==> src/rtl/tsu_pkg.sv <==
// Trajectory spline upsampler shared definitions: field widths, register
// indexes, the spline fit mode and status codes. No dependencies.
`timescale 1ns / 1ps

package tsu_pkg;

    localparam int COORD_W = 32;
    localparam int CURV_W  = 48;

    localparam logic REG_FIT_MODE = 1'b0;
    localparam logic REG_STEPS    = 1'b1;

    localparam logic [1:0] MODE_SPLINE = 2'd2;

    localparam logic [1:0] ST_OK   = 2'd0;
    localparam logic [1:0] ST_ZERO = 2'd1;
    localparam logic [1:0] ST_FALL = 2'd2;

    typedef logic signed [COORD_W-1:0] coord_t;

    typedef struct packed {
        logic start;
        logic done;
    } unit_ctl_t;

endpackage

==> src/rtl/trajectory_spline_upsampler.sv <==
// Trajectory spline upsampler: per segment four setup divisions on the bit-serial divider,
// then per sample a direct step in linear mode, or three multiplications on the bit-serial
// multiplier plus one division in spline mode; m_tready stalls hold the output. One point
// is processed at a time; s_tready is high only between points.
// Reset (aresetn, synchronous, active low) clears history, sets fit_mode 1 and steps 8.
`timescale 1ns / 1ps

module trajectory_spline_upsampler #(
    parameter int MAX_STEPS = 64,
    parameter int FRAC_BITS = 16
) (
    input  logic         aclk,
    input  logic         aresetn,
    input  logic         s_tvalid,
    output logic         s_tready,
    input  logic [95:0]  s_tdata,   // pos_x, pos_y, pos_z
    output logic         m_tvalid,
    input  logic         m_tready,
    output logic [95:0]  m_tdata,   // out_x, out_y, out_z
    output logic         m_tlast,   // last_sample
    output logic [1:0]   m_tuser,   // status
    input  logic         psel,
    input  logic         penable,
    input  logic         pwrite,
    input  logic [2:0]   paddr,
    input  logic [31:0]  pwdata,
    output logic [31:0]  prdata,
    output logic         pready
);
    import tsu_pkg::*;

    localparam int NB   = $clog2(MAX_STEPS + 1);
    localparam int CW   = (NB > 7) ? NB : 7;
    localparam int NUMW = 63 + NB;
    localparam int MW   = 63;
    localparam int PW   = MW + 32;

    localparam logic [3:0] S_IDLE = 4'd0;
    localparam logic [3:0] S_ERR  = 4'd1;
    localparam logic [3:0] S_DIVS = 4'd2;
    localparam logic [3:0] S_DIVH = 4'd3;
    localparam logic [3:0] S_DIVX = 4'd4;
    localparam logic [3:0] S_DIVZ = 4'd5;
    localparam logic [3:0] S_SAMP = 4'd6;
    localparam logic [3:0] S_MULD = 4'd7;
    localparam logic [3:0] S_MULS = 4'd8;
    localparam logic [3:0] S_MULK = 4'd9;
    localparam logic [3:0] S_DIVQ = 4'd10;
    localparam logic [3:0] S_EMIT = 4'd11;

    logic [1:0]         fit_mode_reg;
    logic [6:0]         steps_reg;
    logic [3:0]         state_reg;
    logic [1:0]         ps_reg;
    coord_t             prev_x_reg, prev_y_reg, prev_z_reg;
    coord_t             cur_x_reg, cur_y_reg, cur_z_reg;
    logic [1:0]         err_st_reg;
    logic [31:0]        h_reg;
    logic signed [32:0] dx_reg, dz_reg;
    logic [NB-1:0]      n_reg;
    coord_t             s_reg, slope_reg;
    logic signed [47:0] d_reg, curv_reg;
    logic               first_reg;
    logic [31:0]        qh_reg, t_reg;
    logic [NB-1:0]      rh_reg, tr_reg;
    logic [32:0]        qx_reg, ax_reg, qz_reg, az_reg;
    logic [NB-1:0]      rx_reg, axr_reg, rz_reg, azr_reg;
    logic [NB-1:0]      j_reg;
    logic [MW-1:0]      mag_reg;
    logic signed [65:0] lin_reg;
    logic [31:0]        ox_reg, oz_reg;

    logic               div_go_reg, mul_go_reg;
    logic [NUMW-1:0]    div_num_reg;
    logic [31:0]        div_den_reg;
    logic [MW-1:0]      mul_a_reg;
    logic [31:0]        mul_b_reg;
    unit_ctl_t          div_ctl, mul_ctl;
    logic [NUMW-1:0]    div_quo;
    logic [31:0]        div_rem;
    logic [PW-1:0]      mul_prod;

    logic               m_tvalid_reg, m_tlast_reg;
    logic [95:0]        m_tdata_reg;
    logic [1:0]         m_tuser_reg;

    tsu_div #(.NW(NUMW), .DW(32)) u_div (
        .aclk(aclk), .aresetn(aresetn), .start(div_go_reg),
        .num(div_num_reg), .den(div_den_reg), .ctl(div_ctl),
        .quo(div_quo), .rem(div_rem)
    );

    tsu_mul #(.AW(MW), .BW(32)) u_mul (
        .aclk(aclk), .aresetn(aresetn), .start(mul_go_reg),
        .a(mul_a_reg), .b(mul_b_reg), .ctl(mul_ctl), .prod(mul_prod)
    );

    coord_t             in_x, in_y, in_z;
    logic signed [32:0] dy_in, dx_in, dz_in;
    logic [32:0]        absdx_in, absdx, absdz;
    logic [CW-1:0]      steps_ext;
    logic [NB-1:0]      n_in;
    logic               out_free;
    logic               cfg_wr;
    logic               seg_in;
    logic               div_launch;
    logic               mul_launch;
    logic               emit_now;

    assign in_x     = s_tdata[31:0];
    assign in_y     = s_tdata[63:32];
    assign in_z     = s_tdata[95:64];
    assign dy_in    = {in_y[31], in_y} - {prev_y_reg[31], prev_y_reg};
    assign dx_in    = {in_x[31], in_x} - {prev_x_reg[31], prev_x_reg};
    assign dz_in    = {in_z[31], in_z} - {prev_z_reg[31], prev_z_reg};
    assign absdx_in = dx_in[32] ? 33'(-dx_in) : 33'(dx_in);
    assign absdx    = dx_reg[32] ? 33'(-dx_reg) : 33'(dx_reg);
    assign absdz    = dz_reg[32] ? 33'(-dz_reg) : 33'(dz_reg);
    assign steps_ext = CW'(steps_reg);
    assign n_in = (steps_ext == '0) ? NB'(1) :
                  (steps_ext > CW'(MAX_STEPS)) ? NB'(MAX_STEPS) : NB'(steps_ext);
    assign out_free = !m_tvalid_reg || m_tready;
    assign cfg_wr   = psel && penable && pwrite && pready;

    assign seg_in     = s_tvalid && (ps_reg != 2'd0) && !(dy_in[32] || dy_in == '0);
    assign div_launch = ((state_reg == S_IDLE) && seg_in) ||
                        (((state_reg == S_DIVS) || (state_reg == S_DIVH) ||
                          (state_reg == S_DIVX)) && div_ctl.done) ||
                        ((state_reg == S_MULK) && mul_ctl.done);
    assign mul_launch = ((state_reg == S_SAMP) && (fit_mode_reg == MODE_SPLINE)) ||
                        (((state_reg == S_MULD) || (state_reg == S_MULS)) && mul_ctl.done);
    assign emit_now   = out_free && ((state_reg == S_ERR) || (state_reg == S_EMIT));

    // slope and curvature from the first division
    coord_t             s_calc;
    logic signed [49:0] d_sum;
    logic signed [47:0] d_calc;

    always_comb begin
        if (!dx_reg[32]) begin
            s_calc = (|div_quo[NUMW-1:31]) ? 32'sh7FFF_FFFF : coord_t'(div_quo[31:0]);
        end else begin
            s_calc = ((|div_quo[NUMW-1:32]) || (div_quo[31] && (|div_quo[30:0]))) ?
                     32'sh8000_0000 : coord_t'(-div_quo[31:0]);
        end
        d_sum = 50'(s_calc) - 50'(slope_reg) - 50'(curv_reg);
        if (first_reg) begin
            d_calc = '0;
        end else if (!d_sum[49] && (|d_sum[48:47])) begin
            d_calc = 48'sh7FFF_FFFF_FFFF;
        end else if (d_sum[49] && !(&d_sum[48:47])) begin
            d_calc = 48'sh8000_0000_0000;
        end else begin
            d_calc = d_sum[47:0];
        end
    end

    // incremental steps of floor(v*j/n)
    logic [NB:0]        t_sum, x_sum, z_sum;
    logic               t_wrap, x_wrap, z_wrap;
    logic [31:0]        t_next;
    logic [32:0]        ax_next, az_next;
    logic [NB-1:0]      tr_next, axr_next, azr_next;

    always_comb begin
        t_sum   = {1'b0, tr_reg} + {1'b0, rh_reg};
        x_sum   = {1'b0, axr_reg} + {1'b0, rx_reg};
        z_sum   = {1'b0, azr_reg} + {1'b0, rz_reg};
        t_wrap  = t_sum >= {1'b0, n_reg};
        x_wrap  = x_sum >= {1'b0, n_reg};
        z_wrap  = z_sum >= {1'b0, n_reg};
        t_next  = t_reg + qh_reg + 32'(t_wrap);
        ax_next = ax_reg + qx_reg + 33'(x_wrap);
        az_next = az_reg + qz_reg + 33'(z_wrap);
        tr_next  = t_wrap ? NB'(t_sum - {1'b0, n_reg}) : NB'(t_sum);
        axr_next = x_wrap ? NB'(x_sum - {1'b0, n_reg}) : NB'(x_sum);
        azr_next = z_wrap ? NB'(z_sum - {1'b0, n_reg}) : NB'(z_sum);
    end

    // spline sample arithmetic
    logic [PW-1:0]      prod_sh;
    logic [MW-1:0]      mag_calc;
    logic signed [65:0] lin_calc;
    logic signed [65:0] ox_sum;
    coord_t             ox_sat;
    logic [MW-1:0]      q_calc;
    logic [NB-1:0]      k_cur;

    always_comb begin
        prod_sh  = mul_prod >> FRAC_BITS;
        mag_calc = (prod_sh > (PW'(1) << 62)) ? (MW'(1) << 62) : prod_sh[MW-1:0];
        lin_calc = s_reg[31] ? -66'(prod_sh[63:0]) : 66'(prod_sh[63:0]);
        q_calc   = div_quo[MW-1:0];
        ox_sum   = 66'(prev_x_reg) + lin_reg +
                   (d_reg[47] ? 66'(q_calc) : -66'(q_calc));
        if (!ox_sum[65] && (|ox_sum[64:31])) begin
            ox_sat = 32'sh7FFF_FFFF;
        end else if (ox_sum[65] && !(&ox_sum[64:31])) begin
            ox_sat = 32'sh8000_0000;
        end else begin
            ox_sat = ox_sum[31:0];
        end
        k_cur = n_reg - j_reg;
    end

    logic [47:0] absd;
    assign absd = d_reg[47] ? 48'(-d_reg) : 48'(d_reg);

    always_ff @(posedge aclk) begin
        if (!aresetn) begin
            fit_mode_reg <= 2'd1;
            steps_reg    <= 7'd8;
            state_reg    <= S_IDLE;
            ps_reg       <= 2'd0;
            prev_x_reg   <= '0;
            prev_y_reg   <= '0;
            prev_z_reg   <= '0;
            slope_reg    <= '0;
            curv_reg     <= '0;
            div_go_reg   <= 1'b0;
            mul_go_reg   <= 1'b0;
            m_tvalid_reg <= 1'b0;
        end else begin
            div_go_reg <= div_launch;
            mul_go_reg <= mul_launch;
            if (emit_now) begin
                m_tvalid_reg <= 1'b1;
            end else if (m_tready) begin
                m_tvalid_reg <= 1'b0;
            end
            if (cfg_wr) begin
                if (paddr[2] == REG_FIT_MODE) begin
                    fit_mode_reg <= pwdata[1:0];
                end else begin
                    steps_reg <= pwdata[6:0];
                end
            end
            unique case (state_reg)
                S_IDLE: begin
                    if (s_tvalid) begin
                        cur_x_reg <= in_x;
                        cur_y_reg <= in_y;
                        cur_z_reg <= in_z;
                        if (ps_reg == 2'd0) begin
                            prev_x_reg <= in_x;
                            prev_y_reg <= in_y;
                            prev_z_reg <= in_z;
                            ps_reg     <= 2'd1;
                        end else if (dy_in[32] || dy_in == '0) begin
                            err_st_reg <= dy_in[32] ? ST_FALL : ST_ZERO;
                            state_reg  <= S_ERR;
                        end else begin
                            h_reg       <= dy_in[31:0];
                            dx_reg      <= dx_in;
                            dz_reg      <= dz_in;
                            n_reg       <= n_in;
                            first_reg   <= (ps_reg == 2'd1);
                            div_num_reg <= NUMW'(absdx_in) << FRAC_BITS;
                            div_den_reg <= dy_in[31:0];
                            state_reg   <= S_DIVS;
                        end
                    end
                end
                S_ERR: begin
                    if (out_free) begin
                        m_tdata_reg  <= {prev_z_reg, prev_y_reg, prev_x_reg};
                        m_tlast_reg  <= 1'b1;
                        m_tuser_reg  <= err_st_reg;
                        prev_x_reg   <= cur_x_reg;
                        prev_y_reg   <= cur_y_reg;
                        prev_z_reg   <= cur_z_reg;
                        ps_reg       <= 2'd1;
                        slope_reg    <= '0;
                        curv_reg     <= '0;
                        state_reg    <= S_IDLE;
                    end
                end
                S_DIVS: begin
                    if (div_ctl.done) begin
                        s_reg       <= s_calc;
                        d_reg       <= d_calc;
                        div_num_reg <= NUMW'(h_reg);
                        div_den_reg <= 32'(n_reg);
                        state_reg   <= S_DIVH;
                    end
                end
                S_DIVH: begin
                    if (div_ctl.done) begin
                        qh_reg      <= div_quo[31:0];
                        rh_reg      <= div_rem[NB-1:0];
                        div_num_reg <= NUMW'(absdx);
                        state_reg   <= S_DIVX;
                    end
                end
                S_DIVX: begin
                    if (div_ctl.done) begin
                        qx_reg      <= div_quo[32:0];
                        rx_reg      <= div_rem[NB-1:0];
                        div_num_reg <= NUMW'(absdz);
                        state_reg   <= S_DIVZ;
                    end
                end
                S_DIVZ: begin
                    if (div_ctl.done) begin
                        qz_reg    <= div_quo[32:0];
                        rz_reg    <= div_rem[NB-1:0];
                        j_reg     <= '0;
                        t_reg     <= '0;
                        tr_reg    <= '0;
                        ax_reg    <= '0;
                        axr_reg   <= '0;
                        az_reg    <= '0;
                        azr_reg   <= '0;
                        state_reg <= S_SAMP;
                    end
                end
                S_SAMP: begin
                    if (fit_mode_reg == MODE_SPLINE) begin
                        mul_a_reg  <= MW'(absd);
                        mul_b_reg  <= t_reg;
                        oz_reg     <= '0;
                        state_reg  <= S_MULD;
                    end else begin
                        ox_reg    <= prev_x_reg + (dx_reg[32] ? -ax_reg[31:0] : ax_reg[31:0]);
                        oz_reg    <= prev_z_reg + (dz_reg[32] ? -az_reg[31:0] : az_reg[31:0]);
                        state_reg <= S_EMIT;
                    end
                end
                S_MULD: begin
                    if (mul_ctl.done) begin
                        mag_reg    <= mag_calc;
                        mul_a_reg  <= MW'($unsigned(s_reg[31] ? -s_reg : s_reg));
                        mul_b_reg  <= t_reg;
                        state_reg  <= S_MULS;
                    end
                end
                S_MULS: begin
                    if (mul_ctl.done) begin
                        lin_reg    <= lin_calc;
                        mul_a_reg  <= mag_reg;
                        mul_b_reg  <= 32'(k_cur);
                        state_reg  <= S_MULK;
                    end
                end
                S_MULK: begin
                    if (mul_ctl.done) begin
                        div_num_reg <= mul_prod[NUMW-1:0];
                        div_den_reg <= 32'(n_reg);
                        state_reg   <= S_DIVQ;
                    end
                end
                S_DIVQ: begin
                    if (div_ctl.done) begin
                        ox_reg    <= ox_sat;
                        state_reg <= S_EMIT;
                    end
                end
                S_EMIT: begin
                    if (out_free) begin
                        m_tdata_reg  <= {oz_reg, prev_y_reg + t_reg, ox_reg};
                        m_tlast_reg  <= (j_reg == n_reg - 1'b1);
                        m_tuser_reg  <= ST_OK;
                        if (j_reg == n_reg - 1'b1) begin
                            prev_x_reg <= cur_x_reg;
                            prev_y_reg <= cur_y_reg;
                            prev_z_reg <= cur_z_reg;
                            ps_reg     <= 2'd2;
                            slope_reg  <= s_reg;
                            curv_reg   <= d_reg;
                            state_reg  <= S_IDLE;
                        end else begin
                            j_reg     <= j_reg + 1'b1;
                            t_reg     <= t_next;
                            tr_reg    <= tr_next;
                            ax_reg    <= ax_next;
                            axr_reg   <= axr_next;
                            az_reg    <= az_next;
                            azr_reg   <= azr_next;
                            state_reg <= S_SAMP;
                        end
                    end
                end
                default: begin
                    state_reg <= S_IDLE;
                end
            endcase
        end
    end

    assign s_tready = (state_reg == S_IDLE);
    assign m_tvalid = m_tvalid_reg;
    assign m_tdata  = m_tdata_reg;
    assign m_tlast  = m_tlast_reg;
    assign m_tuser  = m_tuser_reg;
    assign pready   = 1'b1;
    assign prdata   = (paddr[2] == REG_STEPS) ? 32'(steps_reg) : 32'(fit_mode_reg);

endmodule

==> src/rtl/tsu_div.sv <==
// Bit-serial restoring divider, one quotient bit per cycle.
// Uses tsu_pkg for the unit handshake struct.
`timescale 1ns / 1ps

module tsu_div #(
    parameter int NW = 72,
    parameter int DW = 32
) (
    input  logic                  aclk,
    input  logic                  aresetn,
    input  logic                  start,
    input  logic [NW-1:0]         num,
    input  logic [DW-1:0]         den,
    output tsu_pkg::unit_ctl_t    ctl,
    output logic [NW-1:0]         quo,
    output logic [DW-1:0]         rem
);
    import tsu_pkg::*;

    localparam int CNTW = $clog2(NW + 1);

    logic [CNTW-1:0] cnt_reg;
    logic            busy_reg;
    logic            done_reg;
    logic [NW-1:0]   quo_reg;
    logic [DW-1:0]   rem_reg;
    logic [DW-1:0]   den_reg;
    logic [DW:0]     trial;
    logic            fit;

    assign trial = {rem_reg, quo_reg[NW-1]};
    assign fit   = trial >= {1'b0, den_reg};

    always_ff @(posedge aclk) begin
        if (!aresetn) begin
            busy_reg <= 1'b0;
            done_reg <= 1'b0;
            cnt_reg  <= '0;
        end else begin
            done_reg <= 1'b0;
            if (start) begin
                quo_reg  <= num;
                den_reg  <= den;
                rem_reg  <= '0;
                cnt_reg  <= CNTW'(NW);
                busy_reg <= 1'b1;
            end else if (busy_reg) begin
                if (fit) begin
                    rem_reg <= DW'(trial - {1'b0, den_reg});
                end else begin
                    rem_reg <= trial[DW-1:0];
                end
                quo_reg <= {quo_reg[NW-2:0], fit};
                cnt_reg <= cnt_reg - 1'b1;
                if (cnt_reg == CNTW'(1)) begin
                    busy_reg <= 1'b0;
                    done_reg <= 1'b1;
                end
            end
        end
    end

    assign ctl.start = start;
    assign ctl.done  = done_reg;
    assign quo       = quo_reg;
    assign rem       = rem_reg;

endmodule

==> src/rtl/tsu_mul.sv <==
// Bit-serial shift-add multiplier, one multiplier bit per cycle.
// Uses tsu_pkg for the unit handshake struct.
`timescale 1ns / 1ps

module tsu_mul #(
    parameter int AW = 63,
    parameter int BW = 32
) (
    input  logic                  aclk,
    input  logic                  aresetn,
    input  logic                  start,
    input  logic [AW-1:0]         a,
    input  logic [BW-1:0]         b,
    output tsu_pkg::unit_ctl_t    ctl,
    output logic [AW+BW-1:0]      prod
);
    import tsu_pkg::*;

    localparam int CNTW = $clog2(BW + 1);

    logic [CNTW-1:0]  cnt_reg;
    logic             busy_reg;
    logic             done_reg;
    logic [AW+BW-1:0] acc_reg;
    logic [AW+BW-1:0] a_reg;
    logic [BW-1:0]    b_reg;

    always_ff @(posedge aclk) begin
        if (!aresetn) begin
            busy_reg <= 1'b0;
            done_reg <= 1'b0;
            cnt_reg  <= '0;
        end else begin
            done_reg <= 1'b0;
            if (start) begin
                acc_reg  <= '0;
                a_reg    <= (AW+BW)'(a);
                b_reg    <= b;
                cnt_reg  <= CNTW'(BW);
                busy_reg <= 1'b1;
            end else if (busy_reg) begin
                if (b_reg[0]) begin
                    acc_reg <= acc_reg + a_reg;
                end
                a_reg   <= {a_reg[AW+BW-2:0], 1'b0};
                b_reg   <= {1'b0, b_reg[BW-1:1]};
                cnt_reg <= cnt_reg - 1'b1;
                if (cnt_reg == CNTW'(1)) begin
                    busy_reg <= 1'b0;
                    done_reg <= 1'b1;
                end
            end
        end
    end

    assign ctl.start = start;
    assign ctl.done  = done_reg;
    assign prod      = acc_reg;

endmodule

==> config.mk <==
export PLATFORM = sky130hd
export DESIGN_NAME = trajectory_spline_upsampler
export DESIGN_NICKNAME = d
export VERILOG_FILES = /design/src/rtl/tsu_pkg.sv /design/src/rtl/trajectory_spline_upsampler.sv /design/src/rtl/tsu_div.sv /design/src/rtl/tsu_mul.sv
export SDC_FILE = /design/constraint.sdc
export NUM_CORES = 2
export LEC_CHECK = 0
export ABC_AREA = 1
export BUFFER_PORTS_ARGS = -buffer_cell sky130_fd_sc_hd__buf_2
export CELL_PAD_IN_SITES_DETAIL_PLACEMENT = 1
export CELL_PAD_IN_SITES_GLOBAL_PLACEMENT = 2
export CORE_ASPECT_RATIO = 1.2
export CORE_MARGIN = 3
export CORE_UTILIZATION = 39
export CTS_BUF_LIST = sky130_fd_sc_hd__clkbuf_4
export DETAILED_ROUTE_END_ITERATION = 7
export PLACE_DENSITY_LB_ADDON = 0.12
export SLEW_MARGIN = 10
export SYNTH_ARGS = -nofsm -noshare
export SYNTH_HDL_FRONTEND = slang
export SYNTH_HIERARCHICAL = 1
export SYNTH_SLANG_ARGS = --single-unit
==> constraint.sdc <==
create_clock -name aclk -period 27.2 [get_ports aclk]
set_input_delay 1.36 -clock aclk [delete_from_list [all_inputs] [get_ports aclk]]
set_output_delay 1.36 -clock aclk [all_outputs]
set_load 0.05 [all_outputs]
==> flow_metrics.env <==
export IMPL_final_util_pct=43.2
export IMPL_gp_congestion=0.980
export IMPL_die_x_um=495
export IMPL_die_area_sq_mm=0.293
export IMPL_leakage_nw=55.4
export IMPL_drtIter0Drc=6320
export IMPL_slowest_delay_ns=0.68
export IMPL_final_setup_viol_count=0
export IMPL_htree_num_levels=5
export IMPL_clk_pin_slew_ns=0.07
export IMPL_viasPerCell=5.35
export IMPL_rsz0062_at_grt="false"
export IMPL_drive_gt1_share_pct=8.88
export IMPL_pin_count=272
export IMPL_power_density_mw_per_mm2=77.1
export IMPL_netlist_instances=14843
export IMPL_fin_area_sq_mm=0.123
export IMPL_largest_reg_flops=96
export IMPL_areaGrowthSynthToFinish_pct=9.93
export IMPL_fin_skew_ns=0.163
export IMPL_min_period_ns=8.12
export IMPL_multi_input_area_sq_mm=0.0560
export IMPL_final_period_utilization_pct=29.9
export IMPL_syn_cell_area_sq_mm=0.112
export IMPL_core_area_sq_mm=0.284
export IMPL_fillerInstances=35692
export IMPL_postCtsResizedCells=0
export IMPL_nets=16146
export IMPL_row_count=214
export IMPL_min_from="s_tdata[40]"
export IMPL_cts_sinks=1581
export IMPL_initial_core_util_pct=39.3
export IMPL_clock_fmax_ghz=0.123
export IMPL_peakVddDrop_v=0.000147
export IMPL_end_kind="register"
export IMPL_relSlewSlack_pct=1.95
export IMPL_reg2reg_to="ox_reg[5]"
export IMPL_startpoint_type="register"
export IMPL_worstMarginPinSlew_ns=1.46
export IMPL_status="finished clean"
export IMPL_die_h_um=592
export IMPL_antenna_found_initial=43
export IMPL_grt_max_degree=107
export IMPL_post_route_drc_count=0
export IMPL_worstHoldPathType="in2reg"
export IMPL_grt_pass1_wl_um=714000
export IMPL_avgSynthCellArea_sq_um=7.53
export IMPL_place_area_sq_mm=0.117
export IMPL_crit_slowest_cell="edfxtp_1"
export IMPL_maxCapViolations=0
export IMPL_cts_tree="done"
export IMPL_num_vias=104081
export IMPL_cp_arrival_ns=9.28
export IMPL_place_port_buffers=218
export IMPL_drt_total_wl_um=490000
export IMPL_reg2reg_slack_ns=19.08
export IMPL_r2r_start="u_div/quo[1]"
export IMPL_cp_max_fo=31
export IMPL_drv_slew=0
export IMPL_ctsHoldBuffers=0
export IMPL_path_common_cell="nand2_1"
export IMPL_firstDrtPassIters=5
export IMPL_critPathKind="reg2reg"
export IMPL_grt_pass1_vias=110068
export IMPL_ctsLongestPathBuffers=4
export IMPL_fin_setup_tns_ns=0
export IMPL_reg2reg_depth=31
export IMPL_register_area_sq_mm=0.0454
export IMPL_grt_overflow_total=0
export IMPL_worstPathRequired_ns=28.35
export IMPL_hold_viol_final=0
export IMPL_ant_nets=0
export IMPL_post_cts_buffers=0
export IMPL_place_hpwl_um=397000
export IMPL_wl_per_cell_um=25.2
export IMPL_synth_yosys_warnings=6
export IMPL_min_to="cur_y_reg[8]"
export IMPL_cts_buffers_inserted=435
export IMPL_hold_depth=1
export IMPL_clkLatencyLatePin_ns=1.38
export IMPL_cts_root_buf="clkbuf_4"
export IMPL_grt_total_usage_pct=32.9
==> report_power, final <==
group / total, mW / leakage (nW) / switching [mW] / internal (mW)
combinational: 4.01 / 38.0 / 2.87 / 1.14
clock: 2.30 / 3.40 / 1.14 / 1.17
sequential: 3.16 / 14.0 / 0.180 / 2.98
==> worst max path at each step <==
stage,startpoint,endpoint,slack [ns],cells after the start
floorplan,aresetn,ax_reg[0],5.04,3
global placement,u_div/quo[1],ox_reg[4],19.26,30
detailed placement,u_div/quo[1],ox_reg[4],19.22,30
CTS,u_div/quo[1],ox_reg[4],19.07,30
global route,u_div/quo[1],ox_reg[5],18.58,31
finish,u_div/quo[1],ox_reg[5],19.08,31
==> placed cells by master (no fill, tap or decap), drive strengths merged, types with 8 or more instances in the layout <==
cell        n
nor2     1661
dfxtp     211
clkinv    125
o21ai     880
o2111ai    12
or2        27
a21boi     30
nor3b       8
conb       26
ha        583
nand4     129
xnor2     110
clkbuf    663
o21a       76
fa        135
and2       26
nand3     594
inv      2402
nor4       55
diode      22
o31ai      20
o221ai      8
buf       325
xor2      318
o21bai     41
nand3b     28
a211oi     24
a21o       23
o211ai     25
edfxtp   1370
a21oi     994
a221oi     15
nor3      197
a31oi     172
nand2    4283
==> metrics by stage <==
| stage | setup slack, ns | hold slack [ns] | instances | total power, mW |
|---|---|---|---|---|
| 2_1_floorplan | 5.04 | 0.400 | 14867 | 5.79 |
| 3_3_place_gp | 19.26 | 0.407 | 18633 | 7.13 |
| 3_5_place_dp | 19.22 | 0.406 | 18633 | 7.21 |
| 4_1_cts | 19.07 | 0.0336 | 19426 | 9.56 |
| 5_1_grt | 18.58 | 0.0614 | 19433 | 10.1 |
| 6_report | 19.08 | 0.204 | 19448 | 9.47 |
==> area by class of cell <==
class	count	share of cell area (%)
Inverter	2407	7.38
Multi-Input combinational cell	10540	45.6
Antenna cell	22	0.0448
Timing Repair Buffer	325	1.57
Sequential cell	1581	36.9
Clock inverter	130	0.574
Clock buffer	663	4.05
Tap cell	3780	3.85
==> critical path: cells and delay by family (launching register included) <==
| kind | cells | cell delay (ns) |
|---|---|---|
| AOI/OAI and AO/OA | 1 | 0.21 |
| DFF | 1 | 0.68 |
| and+or+nand+nor | 25 | 5.00 |
| adders and majority gates | 3 | 1.27 |
| xor gates and xnor gates | 1 | 0.39 |
| buffers and inverters | 1 | 0.28 |
==> layer usage <==
metal | vias to the layer above | wire length (um) | global-route usage [%]
li1 | 49360 | - | -
met1 | 50875 | 183000 | 35.7
met2 | 2732 | 252000 | 60.4
met3 | 1084 | 21500 | 4.35
met4 | 30 | 34000 | 19.9
met5 | - | 198 | 0
Power figures use the tool's default switching activity.
